==> src/rtl/utu_pkg.sv <==
// Shared types, constants and lead-byte helpers for the UTF-8 to UTF-16 transcoder.
package utu_pkg;

   typedef logic [15:0] unit_type;
   typedef logic [2:0]  seq_len_type;

   typedef struct packed {
      logic [1:0]     count;
      unit_type [2:0] unit;
   } unit_list_type;

   localparam unit_type    REPL_CHAR  = 16'hFFFD;
   localparam unit_type    SUR_HIGH   = 16'hD800;
   localparam unit_type    SUR_LOW    = 16'hDC00;
   localparam logic [20:0] SUPP_BASE  = 21'h010000;
   localparam logic [20:0] BMP_TOP    = 21'h00FFFF;

   localparam seq_len_type LEN_BAD    = 3'd0;
   localparam seq_len_type LEN_ONE    = 3'd1;
   localparam seq_len_type LEN_TWO    = 3'd2;
   localparam seq_len_type LEN_THREE  = 3'd3;
   localparam seq_len_type LEN_FOUR   = 3'd4;

   function automatic seq_len_type lead_length(input logic [7:0] c);
      seq_len_type len;
      if (c[7] == 1'b0) begin
         len = LEN_ONE;
      end else if (c[7:5] == 3'b110) begin
         len = LEN_TWO;
      end else if (c[7:4] == 4'b1110) begin
         len = LEN_THREE;
      end else if (c[7:3] == 5'b11110) begin
         len = LEN_FOUR;
      end else begin
         len = LEN_BAD;
      end
      return len;
   endfunction

   // Decode one byte as a closed string of its own.
   function automatic unit_type single_unit(input logic [7:0] c);
      return (c[7] == 1'b0) ? {8'h00, c} : REPL_CHAR;
   endfunction

endpackage

==> src/rtl/utf8_to_utf16_transcoder.sv <==
// Top level: lenient UTF-8 byte stream to UTF-16 code unit converter.
//
//  channel | ports                                  | carries
//  --------+----------------------------------------+-------------------------------
//  req     | req_valid req_stall req_byte_in        | one UTF-8 byte, last-byte flag
//          | req_final_byte                         |
//  rsp     | rsp_valid rsp_stall rsp_code_unit      | one UTF-16 code unit, end flag
//          | rsp_end_of_string                      |
//
//  One byte per cycle while req_stall is low: input register, one decode pass, three-entry result buffer.
//  A byte giving 2 or 3 code units holds the next byte until only its last unit is left.
//  The input register feeds the decode pass, whose units are registered in the result buffer.
//  Synchronous active-high reset empties both stages and the held sequence.
//  rsp_stall holds the result buffer; req_stall rises only while it cannot take
//  the decoded units of the registered byte.
module utf8_to_utf16_transcoder (
   input  logic                clock,
   input  logic                reset,
   input  logic                req_valid,
   output logic                req_stall,
   input  logic [7:0]          req_byte_in,
   input  logic                req_final_byte,
   output logic                rsp_valid,
   input  logic                rsp_stall,
   output utu_pkg::unit_type   rsp_code_unit,
   output logic                rsp_end_of_string
);
   import utu_pkg::*;

   logic          s1_valid_ff, s1_valid_in;
   logic [7:0]    s1_byte_ff;
   logic          s1_final_ff;

   logic [7:0]    held_ff [3];
   logic [1:0]    held_cnt_ff, held_cnt_in;
   seq_len_type   seq_len_ff, seq_len_in;
   logic [2:0]    held_wr;

   unit_type      buf_unit_ff [3];
   unit_type      buf_unit_in [3];
   logic [1:0]    buf_cnt_ff, buf_cnt_in;
   logic          eos_ff, eos_in;

   unit_list_type dec_list;
   logic          load_ok, s1_adv, req_xfer, rsp_xfer;

   assign rsp_valid         = (buf_cnt_ff != 2'd0);
   assign rsp_code_unit     = buf_unit_ff[0];
   assign rsp_end_of_string = eos_ff && (buf_cnt_ff == 2'd1);
   assign rsp_xfer          = rsp_valid && !rsp_stall;
   assign load_ok           = (buf_cnt_ff == 2'd0) || ((buf_cnt_ff == 2'd1) && !rsp_stall);
   assign s1_adv            = s1_valid_ff && load_ok;
   assign req_stall         = s1_valid_ff && !load_ok;
   assign req_xfer          = req_valid && !req_stall;

   // decode the registered byte against the held sequence
   always_comb begin
      logic [7:0]    d0, d1, d2;
      logic [20:0]   cp, v;
      logic          complete;
      unit_list_type full_list;

      d0 = (held_cnt_ff == 2'd0) ? s1_byte_ff : held_ff[0];
      d1 = (held_cnt_ff == 2'd1) ? s1_byte_ff : held_ff[1];
      d2 = (held_cnt_ff == 2'd2) ? s1_byte_ff : held_ff[2];

      case (seq_len_ff)
         LEN_TWO:   cp = {10'b0, d0[4:0], d1[5:0]};
         LEN_THREE: cp = {5'b0, d0[3:0], d1[5:0], d2[5:0]};
         default:   cp = {d0[2:0], d1[5:0], d2[5:0], s1_byte_ff[5:0]};
      endcase
      v = cp - SUPP_BASE;

      full_list = '0;
      if (cp > BMP_TOP) begin
         full_list.count   = 2'd2;
         full_list.unit[0] = SUR_HIGH | {6'b0, v[19:10]};
         full_list.unit[1] = SUR_LOW | {6'b0, v[9:0]};
      end else begin
         full_list.count   = 2'd1;
         full_list.unit[0] = cp[15:0];
      end

      complete = ({1'b0, held_cnt_ff} + 3'd1) >= seq_len_ff;

      dec_list    = '0;
      held_wr     = 3'b000;
      held_cnt_in = held_cnt_ff;
      seq_len_in  = seq_len_ff;

      if (held_cnt_ff == 2'd0) begin
         if (s1_final_ff) begin
            dec_list.count   = 2'd1;
            dec_list.unit[0] = single_unit(s1_byte_ff);
         end else begin
            case (lead_length(s1_byte_ff))
               LEN_ONE: begin
                  dec_list.count   = 2'd1;
                  dec_list.unit[0] = {8'h00, s1_byte_ff};
               end
               LEN_BAD: begin
                  dec_list.count   = 2'd1;
                  dec_list.unit[0] = REPL_CHAR;
               end
               default: begin
                  held_wr     = 3'b001;
                  held_cnt_in = 2'd1;
                  seq_len_in  = lead_length(s1_byte_ff);
               end
            endcase
         end
      end else if (complete) begin
         dec_list    = full_list;
         held_cnt_in = 2'd0;
         seq_len_in  = LEN_BAD;
      end else if (s1_final_ff) begin
         // cut-off lead: replace it, then decode the rest on its own
         dec_list.unit[0] = REPL_CHAR;
         held_cnt_in      = 2'd0;
         seq_len_in       = LEN_BAD;
         if (held_cnt_ff == 2'd1) begin
            dec_list.count   = 2'd2;
            dec_list.unit[1] = single_unit(s1_byte_ff);
         end else begin
            case (lead_length(held_ff[1]))
               LEN_ONE: begin
                  dec_list.count   = 2'd3;
                  dec_list.unit[1] = {8'h00, held_ff[1]};
                  dec_list.unit[2] = single_unit(s1_byte_ff);
               end
               LEN_TWO: begin
                  dec_list.count   = 2'd2;
                  dec_list.unit[1] = {5'b0, held_ff[1][4:0], s1_byte_ff[5:0]};
               end
               default: begin
                  dec_list.count   = 2'd3;
                  dec_list.unit[1] = REPL_CHAR;
                  dec_list.unit[2] = single_unit(s1_byte_ff);
               end
            endcase
         end
      end else begin
         held_wr     = 3'(3'b001 << held_cnt_ff);
         held_cnt_in = 2'(held_cnt_ff + 2'd1);
      end
   end

   always_comb begin
      s1_valid_in = s1_valid_ff;
      if (req_xfer) begin
         s1_valid_in = 1'b1;
      end else if (s1_adv) begin
         s1_valid_in = 1'b0;
      end
   end

   // load the buffer on advance, else shift one unit out per transfer
   always_comb begin
      buf_unit_in = buf_unit_ff;
      buf_cnt_in  = buf_cnt_ff;
      eos_in      = eos_ff;
      if (s1_adv) begin
         buf_unit_in[0] = dec_list.unit[0];
         buf_unit_in[1] = dec_list.unit[1];
         buf_unit_in[2] = dec_list.unit[2];
         buf_cnt_in     = dec_list.count;
         eos_in         = s1_final_ff;
      end else if (rsp_xfer) begin
         buf_unit_in[0] = buf_unit_ff[1];
         buf_unit_in[1] = buf_unit_ff[2];
         buf_cnt_in     = 2'(buf_cnt_ff - 2'd1);
      end
   end

   always_ff @(posedge clock) begin
      if (reset) begin
         s1_valid_ff <= 1'b0;
         held_cnt_ff <= 2'd0;
         seq_len_ff  <= LEN_BAD;
         buf_cnt_ff  <= 2'd0;
         eos_ff      <= 1'b0;
      end else begin
         s1_valid_ff <= s1_valid_in;
         buf_cnt_ff  <= buf_cnt_in;
         eos_ff      <= eos_in;
         if (s1_adv) begin
            held_cnt_ff <= held_cnt_in;
            seq_len_ff  <= seq_len_in;
         end
      end
   end

   always_ff @(posedge clock) begin
      if (req_xfer) begin
         s1_byte_ff  <= req_byte_in;
         s1_final_ff <= req_final_byte;
      end
      buf_unit_ff <= buf_unit_in;
      for (int i = 0; i < 3; i++) begin
         if (s1_adv && held_wr[i]) begin
            held_ff[i] <= s1_byte_ff;
         end
      end
   end

`ifndef SYNTH
   a_held_below_len: assert property (@(posedge clock) disable iff (reset)
      (held_cnt_ff != 2'd0) |-> ({1'b0, held_cnt_ff} < seq_len_ff))
      else $error("held byte count reached the sequence length");

   a_final_clears: assert property (@(posedge clock) disable iff (reset)
      (s1_adv && s1_final_ff) |=> (held_cnt_ff == 2'd0) && rsp_valid && eos_ff)
      else $error("final byte did not close the string");

   a_stall_needs_item: assert property (@(posedge clock) disable iff (reset)
      req_stall |-> s1_valid_ff && rsp_valid)
      else $error("input stalled with nothing pending");

   a_hold_no_units: assert property (@(posedge clock) disable iff (reset)
      (s1_adv && !s1_final_ff && (held_cnt_in != 2'd0)) |=> !rsp_valid)
      else $error("held byte produced a code unit");
`endif

endmodule
==> config.mk <==
export PLATFORM = sky130hd
export DESIGN_NAME = utf8_to_utf16_transcoder
export DESIGN_NICKNAME = d
export VERILOG_FILES = /design/src/rtl/utu_pkg.sv /design/src/rtl/utf8_to_utf16_transcoder.sv
export SDC_FILE = /design/constraint.sdc
export NUM_CORES = 1
export LEC_CHECK = 0
export ABC_AREA = 1
export ABC_CLOCK_PERIOD_IN_PS = 4600
export BUFFER_PORTS_ARGS = -buffer_cell sky130_fd_sc_hd__buf_4
export CORE_ASPECT_RATIO = 0.6
export CORE_UTILIZATION = 30
export CTS_BUF_LIST = sky130_fd_sc_hd__clkbuf_2
export DETAILED_ROUTE_END_ITERATION = 16
export PLACE_DENSITY_LB_ADDON = 0.08
export SLEW_MARGIN = 20
export SYNTH_ARGS = -nofsm -noshare
export SYNTH_HDL_FRONTEND = slang
export SYNTH_SLANG_ARGS = --single-unit
==> constraint.sdc <==
create_clock -name clock -period 4.6 [get_ports clock]
set_clock_uncertainty 0.1 [all_clocks]
set_input_delay 0.23 -clock clock [delete_from_list [all_inputs] [get_ports clock]]
set_output_delay 0.23 -clock clock [all_outputs]
set_load 0.02 [all_outputs]
After elaboration in Yosys (flattened, before gate mapping)
Memory sizes are Yosys's and may differ from the RTL's.
Cells that the tools add are included.
{"block": "classes", "addsub": 4, "n_reduce_logical": 24, "n_shift": 1, "muxes": 64, "bitwise": 1, "order_cmp": 2, "eq_ne": 16}
{"operator": "16-bit two-way mux", "n": 9}
{"operator": "50-bit two-way mux", "n": 2}
{"operator": "3-bit two-way mux", "n": 22}
{"operator": "32-bit two-way mux", "n": 2}
{"operator": "16-bit one-hot mux with 2 select lines", "n": 2}
{"operator": "21-bit one-hot mux with 2 select lines", "n": 1}
{"operator": "21-bit by 16-bit greater-than comparator with 1-bit output (second input constant)", "n": 1}
{"operator": "2-bit two-way mux", "n": 10}
{"operator": "20-bit by 17-bit subtractor with 20-bit output (second input constant)", "n": 1}
{"operator": "1-bit two-way mux", "n": 13}
{"operator": "6-bit two-way mux", "n": 2}
{"operator": "5-bit == test (second input constant)", "n": 2}
{"operator": "3-bit by 2-bit == test with 1-bit output (second input constant)", "n": 3}
{"operator": "1-bit logical AND", "n": 9}
{"operator": "4-bit == test (second input constant)", "n": 2}
{"operator": "3-bit by 1-bit == test with 1-bit output (second input constant)", "n": 2}
{"operator": "3-bit == test (second input constant)", "n": 2}
{"operator": "2-bit nonzero test", "n": 3}
{"operator": "5-bit two-way mux", "n": 1}
{"operator": "5-bit OR reduction", "n": 1}
{"operator": "2-bit by 1-bit == test with 1-bit output (second input constant)", "n": 2}
{"operator": "2-bit logical NOT", "n": 2}
{"operator": "2-bit inequality test (second input constant)", "n": 2}
{"operator": "4-bit AND reduction", "n": 1}
{"operator": "other kinds (13)", "n": 15}
{"block": "word_totals", "output_inout_bits": 19, "in_bits": 13, "ram_bits": 24, "register_bits": 66, "mem_count": 1, "elab_cells": 123}
{"name": "held_ff", "depth": 3, "word_bits": 8, "rd": 3, "rd_ports_with_merged_regs": 0, "write_ports": 3, "line_no": "utf8_to_utf16_transcoder.sv:34", "rtl": "logic [7:0] held_ff [3];"}

Depth between registers and ports, before layout
Gate-level depths: netlist of run 1.
An unclocked memory read counts as a cell.
{"block": "logic_depth", "depth_word": 17, "depth_mapped": 21, "depth_no_buf": 20}

Worst setup path after synthesis of run 1
Ideal clock, no wire load.
{"block": "synth_path", "path_kind": "register -> register", "startpoint": "reg buf_cnt_ff[0]", "endpoint": "reg buf_cnt_ff[0]", "n_path_buf": 0, "t_required_ns": 4.430, "period_less_slack_ns": 3.613, "path_stages_with_launch": 8, "setup_slack_ns": 0.987, "setup_ns": 0.070, "arrival_ns": 3.443, "path_cell_list": "dfxtp_1 > inv_1 > ha_1 > o21ai_0 > inv_1 > a21oi_1 > nand2_1 > a21oi_1"}
{"block": "synth_between", "elab_chain_cells": 5, "elab_cells_between_ends": 11, "cone_classes": "1 x add/sub; 1 x eq/ne; 2 x mux; 7 x reduce/logical"}
{"item": "from (decl)", "line_no": "utf8_to_utf16_transcoder.sv:41", "rtl": "logic [1:0] buf_cnt_ff, buf_cnt_in;"}
{"item": "from (signal assigned)", "line_no": "utf8_to_utf16_transcoder.sv:184", "rtl": "buf_cnt_ff <= buf_cnt_in;"}
{"item": "branches (longest 5 deep; another with 2-bit by 1-bit subtractor with 2-bit output)"}
Several ways; the timed one is not identified. The select of a mux whose other input is x is not followed.
A chain may end at the register's enable or synchronous reset.

==> impl_metrics.json, run 1 <==
{
  "final_area_sq_um": 5000,
  "fin_ws_ns": 0.737,
  "slew_headroom_pct": 36.7,
  "start_util_pct": 30.8,
  "diodes": 0,
  "stdcell_count": 797,
  "status": "completed",
  "core_area_sq_um": 14500,
  "first_iter_violations": 448,
  "area_growth_pct": 11.6,
  "utilization_pct": 34.4,
  "cts_buffer_depth": 2,
  "synth_cells": 573,
  "grtUsageTotal_pct": 19.0,
  "fillers": 1593,
  "grt_overflow": 0,
  "rsz0062_at_grt": "no",
  "clk_latency_ns": 0.57,
  "globalplace.congestion": 0.963,
  "endpoint_kind": "flop",
  "fin_nets": 617,
  "peakVddDrop_mv": 0.292,
  "synthSimpleGateAreaFrac_pct": 28.9,
  "portBuffers": 31,
  "hp-class": "in2reg",
  "cts_resized": 0,
  "dieArea_sq_um": 15500,
  "cp_data_arrival_time_ns": 4.10,
  "routed_wl_mm": 14.0,
  "avgSynthCellArea_sq_um": 7.83,
  "cp.required_ns": 4.84,
  "h-tree-depth": 3,
  "synth.area.mux_share_pct": 0,
  "synthArstFlopShare_pct": 0,
  "io_pins": 32,
  "avgViaCountPerCell": 4.98,
  "finalHoldViolCount": 0,
  "synthFlopType": "edfxtp_1",
  "fmax_mhz": 259,
  "yosys_register_bits": 74,
  "grt_pass1_wl_mm": 22.0,
  "route.met3.wl_mm": 1.11,
  "wl_per_cell_microns": 17.6,
  "tritoncts": "yes",
  "netlist_area_sq_um": 4480,
  "path_class": "reg2reg",
  "syn-num-nets": 596,
  "die_height_microns": 96.7,
  "synth_edf_count": 65,
  "first_pass_iters": 5,
  "setup_tns_ns": 0,
  "synth_top_family_by_area": "simple AND/OR/NAND/NOR gates",
  "power.leakage_uw": 0.00212,
  "synthAdderAreaFrac_pct": 2.79,
  "placed_cell_area_sq_um": 4760,
  "routed.top_layer": "met4",
  "grt_pass1_vias": 3792,
  "drc": 0,
  "power.density_nw_per_um2": 472,
  "place_ws_ns": 0.827,
  "critPathMaxFanout": 15,
  "rows": 34,
  "period_minus_slack_ns": 3.86,
  "hpwlAfterDp_mm": 10.4,
  "dr_wl_met2_mm": 5.44,
  "clockRootBuffer": "clkbuf_2",
  "dp.cells": 769,
  "cts_buffers": 9,
  "vias": 3972,
  "synth-xor-area-share_pct": 0.391,
  "drv_slew": 0,
  "period_share_pct": 84.0,
  "drive_above_1_share_pct": 10.5,
  "cts.clk_slew.worst_paths_ns": 0.23,
  "synth_compound_gate_area_share_pct": 9.93,
  "die_w_microns": 160,
  "worstSetupStartpointType": "flop",
  "max-cap-violations": 0,
  "drt-met1-wl_mm": 7.32,
  "cts_setup_buffers": 0,
  "yosys.cell_types.count": 39,
  "cts_sinks": 74,
  "ys_seq_area_share_pct": 47.5,
  "ys_warn_count": 0,
  "grt_max_degree": 32,
  "grt_antenna_before_repair": 0,
  "setup_viol": 0,
  "ant_nets": 0,
  "tightestPinTransition_ns": 0.943
}
[placed cells by master (no fill, tap or decap), drive strengths merged, types with 3 or more instances in the layout]
| master | n |
|---|---|
| a21oi | 30 |
| a31oi | 9 |
| buf | 35 |
| clkbuf | 9 |
| clkinv | 3 |
| dfxtp | 9 |
| dlygate4sd3 | 12 |
| edfxtp | 65 |
| ha | 10 |
| inv | 63 |
| nand2 | 201 |
| nand3 | 41 |
| nand3b | 5 |
| nor2 | 53 |
| nor3 | 10 |
| o211ai | 7 |
| o21ai | 14 |
| o22ai | 6 |
[area by class of cell]
cell class	instances	area, sq um	area share [%]
flip-flops and latches	74	2130	42.6
multi-input cells	400	1890	37.7
repair buffers	47	383	7.65
well taps	198	248	4.95
inverters	62	233	4.65
clock inverters	7	77.6	1.55
clock buffers	9	45.0	0.900
[logic make-up (layout without fill, tap and decap cells)]
| group | after synthesis | in the layout |
|---|---|---|
| XOR/XNOR | 2 | 2 |
| AO/OA/AOI/OAI | 76 | 76 |
| adder cells (fa/ha/maj) | 10 | 10 |
| flip-flops | 74 | 74 |
| buffers and inverters | 99 | 125 |
| AND/OR/NAND/NOR | 312 | 312 |
[per-layer routing]
metal,vias up,track usage [%]
met5,-,0
met4,0,4.47
met3,17,3.26
met2,165,25.8
met1,1876,30.5
li1,1914,-
[synth_stat cells (6+ instances only)]
cell | number | area [sq um]
o211ai_1 | 7 | 52.6
nand2_1 | 197 | 739
o21ai_0 | 11 | 55.1
buf_2 | 7 | 35.0
nand3_1 | 40 | 200
o22ai_1 | 6 | 37.5
inv_1 | 58 | 218
a21oi_1 | 30 | 150
nor3_1 | 10 | 50.1
clkbuf_1 | 8 | 30.0
ha_1 | 10 | 125
a31oi_1 | 9 | 56.3
edfxtp_1 | 65 | 1950
dfxtp_1 | 9 | 180
nor2_1 | 49 | 184
buf_4 | 18 | 135
[report_power, final]
part           internal [uW]  switching, uW
combinational            300            614
sequential               968           85.8
clock                    130            263
[registers in the layout (all words and copies together), names as in the netlist]
register	flops
buf_unit_ff	21
rsp_code_unit	16
held_ff	19
held_cnt_ff	2
s1_valid_ff	1
s1_byte_ff	8
eos_ff	1
seq_len_ff	3
buf_cnt_ff	2
s1_final_ff	1
[per-stage QoR]
stage               power (uW)  hold WS [ns]
floorplan                 1720         0.229
global placement          1980         0.309
detailed placement        1970         0.310
CTS                       2380         0.105
global route              2520         0.130
finish                    2360         0.137
[final timing paths]
kind                  startpoint                to  slack (ns)  depth (start not counted)
setup / recovery  held_cnt_ff[0]  rsp_code_unit[4]        0.74                         12
hold / removal         rsp_stall   buf_unit_ff[22]        0.14                          3
setup reg to reg  held_cnt_ff[0]  rsp_code_unit[4]        0.74                         12
hold reg to reg           eos_ff            eos_ff        0.42                          2
[worst max-delay path, stage by stage (launching register included)]
cell	delay (ns)
dfxtp_1	0.43
inv_1	0.11
ha_1	0.34
ha_1	0.30
nand3b_1	0.08
nand3_1	0.52
nor2_1	0.18
inv_1	0.24
nor2_1	0.09
nor3_1	0.57
inv_1	0.26
a31oi_1	0.27
a21oi_1	0.12
[repair_timing]
item | in CTS | in global routing
hold endpoints to repair | 18 | 0
setup endpoints to repair | 0 | 0
hold buffers | 12 | 0
Note: power is estimated with default switching activity, not from simulation.
==> run 2: changes to the inputs <==
--- a/config.mk
+++ b/config.mk
@@ -6,7 +6,7 @@
 export NUM_CORES = 1
 export LEC_CHECK = 0
 export ABC_AREA = 1
-export ABC_CLOCK_PERIOD_IN_PS = 4600
+export ABC_CLOCK_PERIOD_IN_PS = 3300
 export BUFFER_PORTS_ARGS = -buffer_cell sky130_fd_sc_hd__buf_4
 export CORE_ASPECT_RATIO = 0.6
 export CORE_UTILIZATION = 30
==> constraint.sdc (replaced) <==
create_clock -name clock -period 3.3 [get_ports clock]
set_clock_uncertainty 0.1 [all_clocks]
set_input_delay 0.165 -clock clock [delete_from_list [all_inputs] [get_ports clock]]
set_output_delay 0.165 -clock clock [all_outputs]
set_load 0.02 [all_outputs]
==> run 2 against run 1 <==
Final area up 2.8%. Highest routed layer unchanged. First-iteration DRC count down 9.2%. Sequential share of layout area down 1.2 points. Largest cell class unchanged. Wire length up 3.9%. Hold slack worse by 0.046 ns.
==> impl_metrics.json, run 2 (same netlist as run 1, synthesis figures left out) <==
{
  "diodes": 0,
  "cp.required_ns": 3.67,
  "setup_tns_ns": 0,
  "cts_sinks": 74,
  "top_register": "buf_unit_ff",
  "fin_ws_ns": 0.287,
  "rr_startpoint": "held_cnt_ff[0]",
  "portBuffers": 31,
  "core_area_sq_um": 14500,
  "grt_antenna_before_repair": 0,
  "grt_overflow": 0,
  "cts_buffers": 9,
  "combPwrFrac_pct": 39.3,
  "tightestPinTransition_ns": 0.720,
  "drive_above_1_share_pct": 13.4,
  "routed_wl_mm": 14.6,
  "regArea_sq_um": 2130,
  "multi_input_area_sq_um": 1890,
  "swShare_pct": 40.1,
  "clk_latency_ns": 0.57,
  "cp-startpoint": "held_cnt_ff[0]",
  "globalplace.congestion": 0.900,
  "area_growth_pct": 14.7,
  "grt_pass1_vias": 3891,
  "p_int_uw": 2050,
  "tritoncts": "yes",
  "h-tree-depth": 3,
  "pwr-share-clk_pct": 18.2,
  "finalHoldViolCount": 0,
  "status": "completed",
  "worstSetupStartpointType": "flop",
  "period_share_pct": 91.3,
  "ant_nets": 0,
  "drv_slew": 0,
  "slew_headroom_pct": 51.8,
  "endpoint_kind": "flop",
  "start_util_pct": 30.8,
  "rows": 34,
  "power.leakage_uw": 0.00221,
  "peakVddDrop_mv": 0.452,
  "die_w_microns": 160,
  "grt_pass1_wl_mm": 22.8,
  "hpwlAfterDp_mm": 11.1,
  "final_common_cell": "nand2_1",
  "p_switching_uw": 1370,
  "cts_buffer_depth": 2,
  "drc": 0,
  "clockRootBuffer": "clkbuf_2",
  "place_ws_ns": 0.306,
  "vias": 4042,
  "path_class": "reg2reg",
  "first_pass_iters": 6,
  "hp-start": "rsp_stall",
  "cp_data_arrival_time_ns": 3.39,
  "period_minus_slack_ns": 3.01,
  "io_pins": 32,
  "fin_nets": 632,
  "critPathMaxFanout": 23,
  "layout_common_cells": "nand2_1 (197), edfxtp_1 (65), inv_1 (57)",
  "hp-class": "in2reg",
  "largest_reg_flops": 21,
  "wl_per_cell_microns": 17.9,
  "rsz0062_at_grt": "no",
  "avgViaCountPerCell": 4.98,
  "fillers": 1578,
  "first_iter_violations": 407,
  "grtUsageTotal_pct": 19.7,
  "die_height_microns": 96.7,
  "setup_viol": 0,
  "fmax_mhz": 332,
  "power.density_nw_per_um2": 666,
  "cts.clk_slew.worst_paths_ns": 0.22,
  "max-cap-violations": 0,
  "seqPwrFrac_pct": 42.5,
  "grt_max_degree": 32,
  "dieArea_sq_um": 15500
}
==> run 2: through the flow <==
stage / instances / power (uW) / cell area [sq um] / utilization [%] / hold slack, ns
2_1_floorplan: 573 / 2400 / 4480 / - / 0.164
3_3_place_gp: 784 / 2800 / 4870 / 33.5 / 0.245
3_5_place_dp: 784 / 2800 / 4870 / 33.5 / 0.244
4_1_cts: 812 / 3450 / 5140 / 35.3 / 0.0554
5_1_grt: 812 / 3640 / 5140 / 35.4 / 0.0426
6_report: 812 / 3430 / 5140 / 35.4 / 0.0908
==> run 2: layout make-up <==
| type | count | share of cell area [%] |
|---|---|---|
| Clock inverter | 7 | 1.95 |
| Tap cell | 198 | 4.82 |
| Inverter | 62 | 4.52 |
| Clock buffer | 9 | 0.876 |
| Multi-Input combinational cell | 400 | 36.8 |
| Sequential cell | 74 | 41.4 |
| Timing Repair Buffer | 62 | 9.63 |
==> run 2: path summary, 6_finish.rpt <==
path / endpoint / slack (ns) / cells after the start
worst max-delay path: buf_cnt_ff[1] / 0.29 / 17
worst min register to register: eos_ff / 0.42 / 2
worst min-delay path: rsp_code_unit[1] / 0.09 / 3
worst max register to register: buf_cnt_ff[1] / 0.29 / 17
==> run 2: critical path, stage by stage (launching register included) <==
cell and delay [ns]:
dfxtp_1 0.45, inv_1 0.11, ha_1 0.25, clkinv_1 0.20
nand2_1 0.08, nand2_1 0.11, nand2_1 0.06, nand3_1 0.21
nand2_1 0.08, inv_1 0.07, nand2_1 0.05, nor2_1 0.10
nand2_1 0.08, nand2_2 0.18, nand2_4 0.20, nand2_2 0.13
nand3_2 0.15, a21oi_1 0.30
==> run 2: per-layer routing <==
metal / routed length, microns / vias up / share of wire [%] / track usage (%)
met1: 7710 / 1914 / 53 / 30.8
met4: 189 / 0 / 1.3 / 5.42
li1: - / 1941 / - / -
met2: 5570 / 168 / 38 / 26.0
met3: 1100 / 19 / 7.5 / 4.89
met5: 0 / - / 0 / 0
==> run 2: repair_timing <==
| item | 4_1_cts | 5_1_grt |
|---|---|---|
| setup buffers | 0 | 0 |
| hold buffers | 12 | 0 |
| hold endpoints to repair | 26 | 0 |
| setup endpoints to repair | 0 | 6 |
| resized for setup | 0 | 3 |
==> run 2: power groups by stage <==
stage / clock network (uW) / logic [uW] / registers, uW
final: 625 / 1350 / 1460
after global routing: 675 / 1480 / 1480
after CTS: 647 / 1340 / 1460
after detailed placement: 0 / 1320 / 1480
after global placement: 0 / 1330 / 1480
after floorplan: 0 / 958 / 1440
